`src/hdl/lpfr_pkg.sv`:
```
`timescale 1ns / 1ps
// ----------------------------------------------------------------------------
// lpfr_pkg
// Types and constants shared by the length-prefixed frame receiver.
// ----------------------------------------------------------------------------
package lpfr_pkg;

  localparam int unsigned PAYLOAD_DEPTH_DEF = 64;

  localparam logic [5:0] MAX_LENGTH_RST    = 6'd60;
  localparam logic [7:0] CHECKSUM_SEED_RST = 8'h0E;

  localparam logic CFG_MAX_LENGTH    = 1'b0;
  localparam logic CFG_CHECKSUM_SEED = 1'b1;

  localparam logic OP_BYTE  = 1'b0;
  localparam logic OP_ABORT = 1'b1;

  localparam logic [1:0] ST_GOOD         = 2'd0;
  localparam logic [1:0] ST_BAD_CHECKSUM = 2'd1;
  localparam logic [1:0] ST_TOO_LONG     = 2'd2;

  typedef enum logic [2:0] {
    PH_IDLE,
    PH_LENGTH,
    PH_PAYLOAD,
    PH_CHECK,
    PH_DRAIN
  } phase_e;

endpackage

```
`src/hdl/length_prefixed_frame_receiver.sv`:
```
`timescale 1ns / 1ps
// ----------------------------------------------------------------------------
// length_prefixed_frame_receiver
// Parses command, length, payload and XOR checksum bytes; emits good payloads, empty-frame results and error results.
// ----------------------------------------------------------------------------
// Payload bytes are written into an on-chip payload memory with a registered
// read port; when the checksum byte of a good frame with a payload arrives,
// the frame is read back from that memory at one payload byte per cycle
// (while the output is not stalled), so a good frame holds off the input
// while its payload is read back. Rejected frames, checksum errors and empty
// good frames give a single result in the cycle after their byte is taken.
// An abort transfer returns the parser to idle with no result.
module length_prefixed_frame_receiver #(
  parameter int unsigned PAYLOAD_DEPTH = lpfr_pkg::PAYLOAD_DEPTH_DEF
) (
  input  logic       clk_i,
  input  logic       rst_ni,
  // configuration
  input  logic       cfg_we_i,
  input  logic       cfg_idx_i,
  input  logic [7:0] cfg_wdata_i,
  // received bytes
  input  logic       in_valid_i,
  output logic       in_stall_o,
  input  logic       op_i,
  input  logic [7:0] rx_byte_i,
  // results
  output logic       out_valid_o,
  input  logic       out_stall_i,
  output logic [1:0] status_o,
  output logic [7:0] command_o,
  output logic [7:0] length_o,
  output logic       has_data_o,
  output logic [7:0] data_byte_o,
  output logic [5:0] byte_index_o,
  output logic       last_o
);

  localparam int unsigned AddrW = $clog2(PAYLOAD_DEPTH);

  lpfr_pkg::phase_e phase_q, phase_d;

  logic [5:0] max_len_q;
  logic [7:0] seed_q;
  logic [7:0] frame_cmd_q, frame_cmd_d;
  logic [5:0] frame_len_q, frame_len_d;
  logic [5:0] fill_idx_q, fill_idx_d;
  logic [7:0] csum_q, csum_d;
  logic [5:0] rd_idx_q, rd_idx_d;

  logic [7:0] mem_q [PAYLOAD_DEPTH];
  logic [7:0] rdata_q;
  logic       mem_we;

  logic       out_valid_q, out_valid_d;
  logic       out_load;
  logic [1:0] status_q, status_d;
  logic [7:0] command_q, command_d;
  logic [7:0] length_q, length_d;
  logic       has_data_q, has_data_d;
  logic [7:0] data_byte_q, data_byte_d;
  logic [5:0] byte_index_q, byte_index_d;
  logic       last_q, last_d;

  logic       out_free;
  logic       in_acc;
  logic       is_byte;
  logic       too_long;
  logic [5:0] fill_next;
  logic [5:0] rd_next;

  assign out_free  = !out_valid_q || !out_stall_i;
  assign in_acc    = in_valid_i && !in_stall_o;
  assign is_byte   = in_acc && (op_i == lpfr_pkg::OP_BYTE);
  assign too_long  = (rx_byte_i > {2'b00, max_len_q}) ||
                     ({1'b0, rx_byte_i} > 9'(PAYLOAD_DEPTH));
  assign fill_next = fill_idx_q + 6'd1;
  assign rd_next   = rd_idx_q + 6'd1;

  // next state
  always_comb begin
    phase_d     = phase_q;
    frame_cmd_d = frame_cmd_q;
    frame_len_d = frame_len_q;
    fill_idx_d  = fill_idx_q;
    csum_d      = csum_q;
    rd_idx_d    = '0;
    if (in_acc && (op_i == lpfr_pkg::OP_ABORT)) begin
      phase_d = lpfr_pkg::PH_IDLE;
    end else begin
      case (phase_q)
        lpfr_pkg::PH_IDLE: begin
          if (is_byte) begin
            frame_cmd_d = rx_byte_i;
            fill_idx_d  = '0;
            csum_d      = seed_q ^ rx_byte_i;
            phase_d     = lpfr_pkg::PH_LENGTH;
          end
        end
        lpfr_pkg::PH_LENGTH: begin
          if (is_byte) begin
            if (too_long) begin
              phase_d = lpfr_pkg::PH_IDLE;
            end else begin
              frame_len_d = rx_byte_i[5:0];
              csum_d      = csum_q ^ rx_byte_i;
              fill_idx_d  = '0;
              phase_d     = (rx_byte_i[5:0] != 6'd0) ? lpfr_pkg::PH_PAYLOAD
                                                     : lpfr_pkg::PH_CHECK;
            end
          end
        end
        lpfr_pkg::PH_PAYLOAD: begin
          if (is_byte) begin
            csum_d     = csum_q ^ rx_byte_i;
            fill_idx_d = fill_next;
            if ((fill_next >= frame_len_q) || (fill_next == 6'd0)) begin
              phase_d = lpfr_pkg::PH_CHECK;
            end
          end
        end
        lpfr_pkg::PH_CHECK: begin
          if (is_byte) begin
            if ((rx_byte_i == csum_q) && (frame_len_q != 6'd0)) begin
              phase_d = lpfr_pkg::PH_DRAIN;
            end else begin
              phase_d = lpfr_pkg::PH_IDLE;
            end
          end
        end
        lpfr_pkg::PH_DRAIN: begin
          rd_idx_d = rd_idx_q;
          if (out_free) begin
            rd_idx_d = rd_next;
            if (rd_next == frame_len_q) begin
              phase_d = lpfr_pkg::PH_IDLE;
            end
          end
        end
        default: begin
          phase_d = lpfr_pkg::PH_IDLE;
        end
      endcase
    end
  end

  // outputs
  always_comb begin
    in_stall_o   = (phase_q == lpfr_pkg::PH_DRAIN) || (out_valid_q && out_stall_i);
    mem_we       = is_byte && (phase_q == lpfr_pkg::PH_PAYLOAD);
    out_load     = 1'b0;
    status_d     = lpfr_pkg::ST_GOOD;
    command_d    = frame_cmd_q;
    length_d     = {2'b00, frame_len_q};
    has_data_d   = 1'b0;
    data_byte_d  = '0;
    byte_index_d = '0;
    last_d       = 1'b1;
    case (phase_q)
      lpfr_pkg::PH_LENGTH: begin
        if (is_byte && too_long) begin
          out_load = 1'b1;
          status_d = lpfr_pkg::ST_TOO_LONG;
          length_d = rx_byte_i;
        end
      end
      lpfr_pkg::PH_CHECK: begin
        if (is_byte) begin
          if (rx_byte_i != csum_q) begin
            out_load = 1'b1;
            status_d = lpfr_pkg::ST_BAD_CHECKSUM;
          end else if (frame_len_q == 6'd0) begin
            out_load = 1'b1;
          end
        end
      end
      lpfr_pkg::PH_DRAIN: begin
        if (out_free) begin
          out_load     = 1'b1;
          has_data_d   = 1'b1;
          data_byte_d  = rdata_q;
          byte_index_d = rd_idx_q;
          last_d       = (rd_next == frame_len_q);
        end
      end
      default: begin
        out_load = 1'b0;
      end
    endcase
    out_valid_d = out_load || (out_valid_q && out_stall_i);
  end

  always_ff @(posedge clk_i or negedge rst_ni) begin
    if (!rst_ni) begin
      phase_q     <= lpfr_pkg::PH_IDLE;
      max_len_q   <= lpfr_pkg::MAX_LENGTH_RST;
      seed_q      <= lpfr_pkg::CHECKSUM_SEED_RST;
      frame_cmd_q <= '0;
      frame_len_q <= '0;
      fill_idx_q  <= '0;
      csum_q      <= '0;
      rd_idx_q    <= '0;
      out_valid_q <= 1'b0;
    end else begin
      phase_q     <= phase_d;
      frame_cmd_q <= frame_cmd_d;
      frame_len_q <= frame_len_d;
      fill_idx_q  <= fill_idx_d;
      csum_q      <= csum_d;
      rd_idx_q    <= rd_idx_d;
      out_valid_q <= out_valid_d;
      if (cfg_we_i) begin
        case (cfg_idx_i)
          lpfr_pkg::CFG_MAX_LENGTH:    max_len_q <= cfg_wdata_i[5:0];
          lpfr_pkg::CFG_CHECKSUM_SEED: seed_q    <= cfg_wdata_i;
          default:                     seed_q    <= seed_q;
        endcase
      end
    end
  end

  // payload memory, read address follows the next drain index
  always_ff @(posedge clk_i) begin
    if (mem_we) begin
      mem_q[AddrW'(fill_idx_q)] <= rx_byte_i;
    end
    rdata_q <= mem_q[AddrW'(rd_idx_d)];
  end

  // result register
  always_ff @(posedge clk_i) begin
    if (out_load) begin
      status_q     <= status_d;
      command_q    <= command_d;
      length_q     <= length_d;
      has_data_q   <= has_data_d;
      data_byte_q  <= data_byte_d;
      byte_index_q <= byte_index_d;
      last_q       <= last_d;
    end
  end

  assign out_valid_o  = out_valid_q;
  assign status_o     = status_q;
  assign command_o    = command_q;
  assign length_o     = length_q;
  assign has_data_o   = has_data_q;
  assign data_byte_o  = data_byte_q;
  assign byte_index_o = byte_index_q;
  assign last_o       = last_q;

endmodule

```
`config.mk`:
```
export PLATFORM = sky130hd
export DESIGN_NAME = length_prefixed_frame_receiver
export DESIGN_NICKNAME = d
export VERILOG_FILES = /design/src/hdl/lpfr_pkg.sv /design/src/hdl/length_prefixed_frame_receiver.sv
export SDC_FILE = /design/constraint.sdc
export NUM_CORES = 1
export LEC_CHECK = 0
export ABC_AREA = 1
export BUFFER_PORTS_ARGS = -buffer_cell sky130_fd_sc_hd__buf_4
export CAP_MARGIN = 5
export CELL_PAD_IN_SITES_DETAIL_PLACEMENT = 1
export CELL_PAD_IN_SITES_GLOBAL_PLACEMENT = 1
export CORE_AREA = 5 5 239 241
export DETAILED_ROUTE_END_ITERATION = 10
export DIE_AREA = 0 0 244 246
export PLACE_DENSITY_LB_ADDON = 0.1
export SLEW_MARGIN = 20
export SYNTH_ARGS = -nofsm -noshare
export SYNTH_HDL_FRONTEND = slang
export SYNTH_SLANG_ARGS = --single-unit
```
`constraint.sdc`:
```
create_clock -name clk_i -period 3.9 [get_ports clk_i]
set_input_delay 0.585 -clock clk_i [delete_from_list [all_inputs] [get_ports clk_i]]
set_output_delay 0.585 -clock clk_i [all_outputs]
set_load 0.05 [all_outputs]
```
==> results of run 1 <==
per-stage QoR:
stage	cell area [sq um]	setup WS, ps	std cells	total power [mW]	util [%]
after global routing	30940	381.0	3392	15.85	56.61
final	30940	649.3	3393	15.31	56.61
after global placement	28620	699.7	3267	8.672	52.36
after detailed placement	28620	557.9	3267	8.719	52.36
after floorplan	26960	749.9	2540	8.250	-
after CTS	30940	656.1	3392	15.41	56.59
worst paths after layout:
path / from / end / slack, ps / depth (start not counted)
setup / recovery: phase_q[2] / mem_q[2][1] / 650 / 9
hold / removal: rst_ni / command_d[5] / 40 / 1
setup reg to reg: phase_q[2] / mem_q[2][1] / 650 / 9
hold reg to reg: command_d[0] / command_o[0] / 450 / 0
max in group asynchronous: rst_ni / fill_idx_q[5] / 3380 / 1
min in group clk_i: cfg_wdata_i[7] / seed_q[7] / 210 / 2
registers in the layout, summed over array words and instances, names as in the netlist, 2 cells and up:
register / cells
byte_index_o: 6
command_d: 8
command_o: 8
csum_q: 8
data_byte_o: 8
fill_idx_q: 6
frame_len_q: 6
length_o: 8
max_len_q: 6
mem_q: 512
phase_q: 3
rd_idx_q: 6
rdata_q: 8
seed_q: 8
status_o: 2
cells by family (layout without fill, tap and decap cells):
logic type                 Yosys count  after routing  synth area share [%]
adders and majority gates           14             14                0.6498
AOI/OAI and AO/OA                   92             92                 1.861
other                                0              1                     0
DFF                                606            606                 66.27
xor gates and xnor gates            20             20                0.7008
muxes                                2              2               0.08354
and+or+nand+nor                   1289           1289                 22.88
buffers and inverters              517            665                 7.556
worst max-delay path, stage by stage, from the launching register on:
cell and delay [ps]:
dfrtp_1 500, nand3_1 260, nand3_1 210, nor2_1 240, inv_2 110, nor2_1 200, inv_2 90, nor2_2 190
nand3_2 410, nor2_1 670
power by group through the flow:
stage	Combinational (mW)	Clock [mW]	Sequential [mW]
6_report	1.15	6.72	7.44
5_1_grt	1.28	7.11	7.46
4_1_cts	1.16	6.81	7.44
3_5_place_dp	1.15	0	7.57
3_3_place_gp	1.11	0	7.56
2_1_floorplan	0.611	0	7.64
per-layer routing:
layer	wire, um	track usage (%)	vias to the layer above
met2	39220	44.92	610
met3	4841	4.307	164
met4	2879	9.177	2
met5	13	0	-
met1	34120	36.20	9764
li1	-	-	8745
placed cells by master, fill, tap and decap left out, types with 5 or more instances in the layout:
cell / synthesis / routed
edfxtp_1: 546 / 546
nand3_1: 496 / 495
nand2_1: 490 / 488
inv_1: 372 / 371
nand3b_1: 168 / 168
buf_4: 1 / 149
nor2_1: 111 / 110
clkbuf_16: 0 / 70
o21ai_0: 66 / 66
dfrtp_1: 45 / 45
clkbuf_1: 56 / 22
ha_1: 14 / 14
xor2_1: 13 / 13
a21oi_1: 12 / 12
buf_12: 0 / 11
bufinv_16: 0 / 10
inv_2: 8 / 9
nand4_1: 8 / 8
dfxtp_1: 8 / 8
dfstp_2: 7 / 7
xnor2_1: 6 / 6
nor3_1: 6 / 6
clkinv_2: 0 / 6
o21ai_1: 6 / 5
cells in the mapped netlist, drive strengths merged:
library cell,count,share of area [%]
nor4,1,0.023
and3,1,0.023
edfxtp,546,61
nand4,8,0.19
xnor3,1,0.084
a21oi,12,0.22
nor3,7,0.15
xor2,13,0.42
mux2,2,0.084
nand2,491,6.8
nand3b,168,4.7
o211ai,1,0.028
clkbuf,57,0.80
o21ai,72,1.3
a31oi,1,0.023
o22ai,3,0.17
buf,80,1.5
xnor2,6,0.19
inv,380,5.3
dfstp,7,0.68
a21boi,2,0.056
or2,1,0.023
dfxtp,8,0.59
nor2,114,1.7
dfrtp,45,4.2
o21a,1,0.028
ha,14,0.65
nand3,498,9.3
final cells by class:
cell class                 instances  area [sq um]  area share (%)
sequential                       606         17870           57.73
clock inverter                    29         427.9           1.383
multi-input combinational       1417          7113           22.99
clock buffer                      96          1889           6.105
inverter                         380          1426           4.609
timing repair buffer             160          1339           4.326
antenna                            1         2.502        0.008087
tap                              704         880.8           2.847
==> results.yml, run 1 <==
outcome:
  outcome: "completed"
clocking:
  post_cts_buffers: 0
  clk_latency_ps: 610
  cts.clk_slew.worst_paths_ps: 60
  cts.sinks: 606
  htree_levels: 3
  root_buffer: "clkbuf_16"
  ctsHoldBuffers: 0
  clk_path_buf_depth: 3
  cts_resized: 0
  tritoncts: "done"
  cts_inserted_buffers: 68
sta:
  rsz0062_at_grt: "false"
  worst_slew_pin_slew_ps: 1064
  max_freq_mhz: 307.6
  setup_viol: 0
  slew_headroom_pct: 29.05
  hold_viol: 0
  period_needed_ps: 3251
  fin_setup_tns_ps: 0
  timing.hold.ws_ps: 42.36
  skew_ps: 19.15
  fin_crit_sh_pct: 83.35
  drv_slew: 0
finish:
  nets: 2670
  nFillCells: 5804
  layout-drive-gt1-share_pct: 10.86
  area_growth_pct: 14.79
critical_path:
  cp.arrival_ps: 3480
  path_max_fanout: 8
  start_kind: "register"
  critPathKind: "register to register"
  required_ps: 4130
  critPathCaptureType: "register"
floorplan:
  die_w_um: 244
  fp.dieH_um: 246
  start_util_pct: 49.32
  coreArea_sq_um: 54660
  row_count: 86
  ios: 59
  dieArea_sq_um: 60020
pwr:
  p_comb_share_pct: 7.5
  p_int_mw: 11.68
  p_sw_mw: 3.627
  seq_power_share_pct: 48.6
  p_leak_nw: 12.52
  switching_share_pct: 23.69
  peakVddDrop_v: 0.0005792
  p_per_area_nw_per_um2: 494.8
  clockPowerShare_pct: 43.9
placement:
  place.gp.congestion: 0.8652
  port_buffers: 58
  place_hpwl_um: 48980
global_route:
  grt_remaining_overflow: 0
  grt_first_pass_wirelength_um: 122500
  grt_use_total_pct: 26.87
  grt_antenna_before_repair: 3
  grt_pass1_vias: 20240
  grt_start_max_net_pins: 111
logic_synthesis:
  synth_warnings: 0
  seq_area_frac_synth_pct: 66.27
  syn_area_sq_um: 26960
  syn_avg_cell_area_sq_um: 10.61
  synth_fp_nets: 2577
  synthCells: 2540
  ys_types: 40
  synth-seq-cells: 606
routing:
  drtAntennaViolNets: 0
  drt_pre_antenna_iters: 5
  wl_um: 81070
  drc_errors: 0
  via_count: 19290
  avgRoutedWirePerCell_um: 23.89
  drt-initial-drc-count: 1605
  viasPerCell: 5.684
job:
  maxCapViolCount: 0
worst_hold_path:
  hold_path.class: "primary input to async pin"
Note: power is estimated with default switching activity, not from simulation.
==> run 2: changes to the inputs <==
- CORE_AREA: 5 5 239 241 -> 5 5 249 251
- DIE_AREA: 0 0 244 246 -> 0 0 254 256
- clock period: 3.9 -> 2.9 ns (I/O delays scaled with it)
==> results.yml, run 2 (synthesis gave the netlist of run 1 again) <==
finish:
  final_common_cell: "edfxtp_1"
  nFillCells: 6442
  diodes: 0
  top_register: "mem_q"
  post-route-util_pct: 52.44
  layout-drive-gt1-share_pct: 11.88
  finalNonFillerCells: 3501
  layout_common_cells: "546 x edfxtp_1, 494 x nand3_1, 488 x nand2_1"
  largest_reg_flops: 512
  nets: 2702
  area_growth_pct: 16.11
pwr:
  switching_share_pct: 23.82
  p_sw_mw: 4.809
  seq_power_share_pct: 49.6
  p_comb_share_pct: 7.7
  peakVddDrop_v: 0.0004749
  p_leak_nw: 12.71
  p_per_area_nw_per_um2: 645.1
  clockPowerShare_pct: 42.8
  p_int_mw: 15.38
routing:
  drt-initial-drc-count: 1587
  drt_pre_antenna_iters: 5
  via_count: 19070
  viasPerCell: 5.446
  avgRoutedWirePerCell_um: 23.32
  drc_errors: 0
  drtAntennaViolNets: 0
  wl_um: 81630
critical_path:
  critPathCaptureType: "register"
  path_max_fanout: 36
  critPathKind: "register to register"
  cpPeakStageDelay_ps: 430
  required_ps: 3380
  critPathSlowestCell: "dfrtp_1"
  path_cells: "inv_2 -> nand2_1 -> nor2_8 -> nand2_2 -> o21ai_4 -> buf_12 -> nand3_1 -> nand3_1 -> nand3_1 -> nand3_1 -> nand2_1"
  cp.arrival_ps: 3230
  start_kind: "register"
  crit_top_cell: "nand3_1"
floorplan:
  fp.dieH_um: 256
  dieArea_sq_um: 65020
  start_util_pct: 45.17
  row_count: 90
  coreArea_sq_um: 59680
  ios: 59
  die_w_um: 254
sta:
  fin_setup_tns_ps: 0
  max_freq_mhz: 362.9
  skew_ps: 14.84
  slew_headroom_pct: 30.65
  worst_slew_pin_slew_ps: 1040
  hold_viol: 0
  fin_crit_sh_pct: 95.02
  rsz0062_at_grt: "false"
  setup_viol: 0
  period_needed_ps: 2756
  drv_slew: 0
clocking:
  tritoncts: "done"
  cts.sinks: 606
  cts_inserted_buffers: 68
  root_buffer: "clkbuf_16"
  htree_levels: 3
  clk_latency_ps: 610
  clk_path_buf_depth: 3
  cts.clk_slew.worst_paths_ps: 60
job:
  maxCapViolCount: 0
global_route:
  grt_pass1_vias: 20430
  grt_remaining_overflow: 0
  grt_first_pass_wirelength_um: 123400
  grt_antenna_before_repair: 1
  grt_start_max_net_pins: 91
  grt_use_total_pct: 24.77
placement:
  place_hpwl_um: 49090
  place.gp.congestion: 0.8352
  dp.cells: 3373
  port_buffers: 58
worst_hold_path:
  hold_path.class: "primary input to register"
outcome:
  outcome: "completed"
-- run 2: changes by cell type in the layout (fill, tap and decap cells not counted), moves of 2 or more --
| cell | before | now |
|---|---|---|
| clkinv_2 | 6 | 12 |
| clkbuf_8 | 4 | 2 |
| clkbuf_16 | 70 | 72 |
| clkinv_1 | 4 | 14 |
| buf_12 | 11 | 18 |
| buf_4 | 149 | 171 |
| bufinv_16 | 10 | 7 |
| clkbuf_1 | 22 | 12 |
-- run 2: metal layers --
metal	vias to the layer above	part of all wire (%)	track usage, %
li1	8802	-	-
met1	9611	41	32.57
met2	520	50	41.62
met3	134	5.5	3.729
met4	0	3.5	9.487
met5	-	0	0
-- run 2: what timing repair did --
action / 4_1_cts / 5_1_grt
hold buffers: 1 / 0
resized for setup: 0 / 0
setup buffers: 0 / 1
endpoints found under the hold margin: 45 / 0
setup endpoints to repair: 0 / 1
-- run 2: power by group through the flow --
stage / sequential (mW) / clock, mW / combinational, mW
after floorplan: 10.3 / 0 / 0.823
after global placement: 10.2 / 0 / 1.51
after detailed placement: 10.2 / 0 / 1.56
after CTS: 10.0 / 8.82 / 1.57
after global routing: 10.0 / 9.22 / 1.72
final: 10.0 / 8.64 / 1.55
-- run 2: worst max-delay path: cells and delay by family (launching register included) --
family | cells | cell delay, ps
AO/OA/AOI/OAI | 1 | 390
flip-flops | 1 | 430
buffers and inverters | 2 | 370
AND/OR/NAND/NOR | 8 | 1410
-- run 2: metrics by stage --
| stage | instance area [sq um] | hold WS, ps | power, mW | setup WS, ps |
|---|---|---|---|---|
| final | 31300 | 67.92 | 20.19 | 144.5 |
| after global routing | 31300 | 60.74 | 20.97 | 19.64 |
| after CTS | 31240 | 37.11 | 20.40 | 99.92 |
| after detailed placement | 29020 | 441.8 | 11.75 | 124.3 |
| after global placement | 29020 | 435.0 | 11.68 | 130.1 |
| after floorplan | 26960 | 139.4 | 11.09 | 219.9 |
-- run 2: layout make-up --
| class | count | area (sq um) | area share, % |
|---|---|---|---|
| timing repair buffer | 192 | 1704 | 5.445 |
| inverter | 380 | 1426 | 4.557 |
| clock buffer | 84 | 1824 | 5.828 |
| clock inverter | 40 | 389.1 | 1.243 |
| tap | 782 | 978.4 | 3.126 |
| sequential | 606 | 17870 | 57.08 |
| multi-input combinational | 1417 | 7112 | 22.72 |
-- run 2: final timing paths --
check | from | endpoint | slack, ps | cells after the start
max | phase_q[1] | rdata_q[0] | 140 | 11
min | cfg_wdata_i[6] | seed_q[6] | 70 | 2
max reg2reg | phase_q[1] | rdata_q[0] | 140 | 11
min reg2reg | command_d[3] | command_o[3] | 450 | 0
max in group asynchronous | rst_ni | command_d[5] | 2010 | 2
min in group asynchronous | rst_ni | command_d[4] | 430 | 2
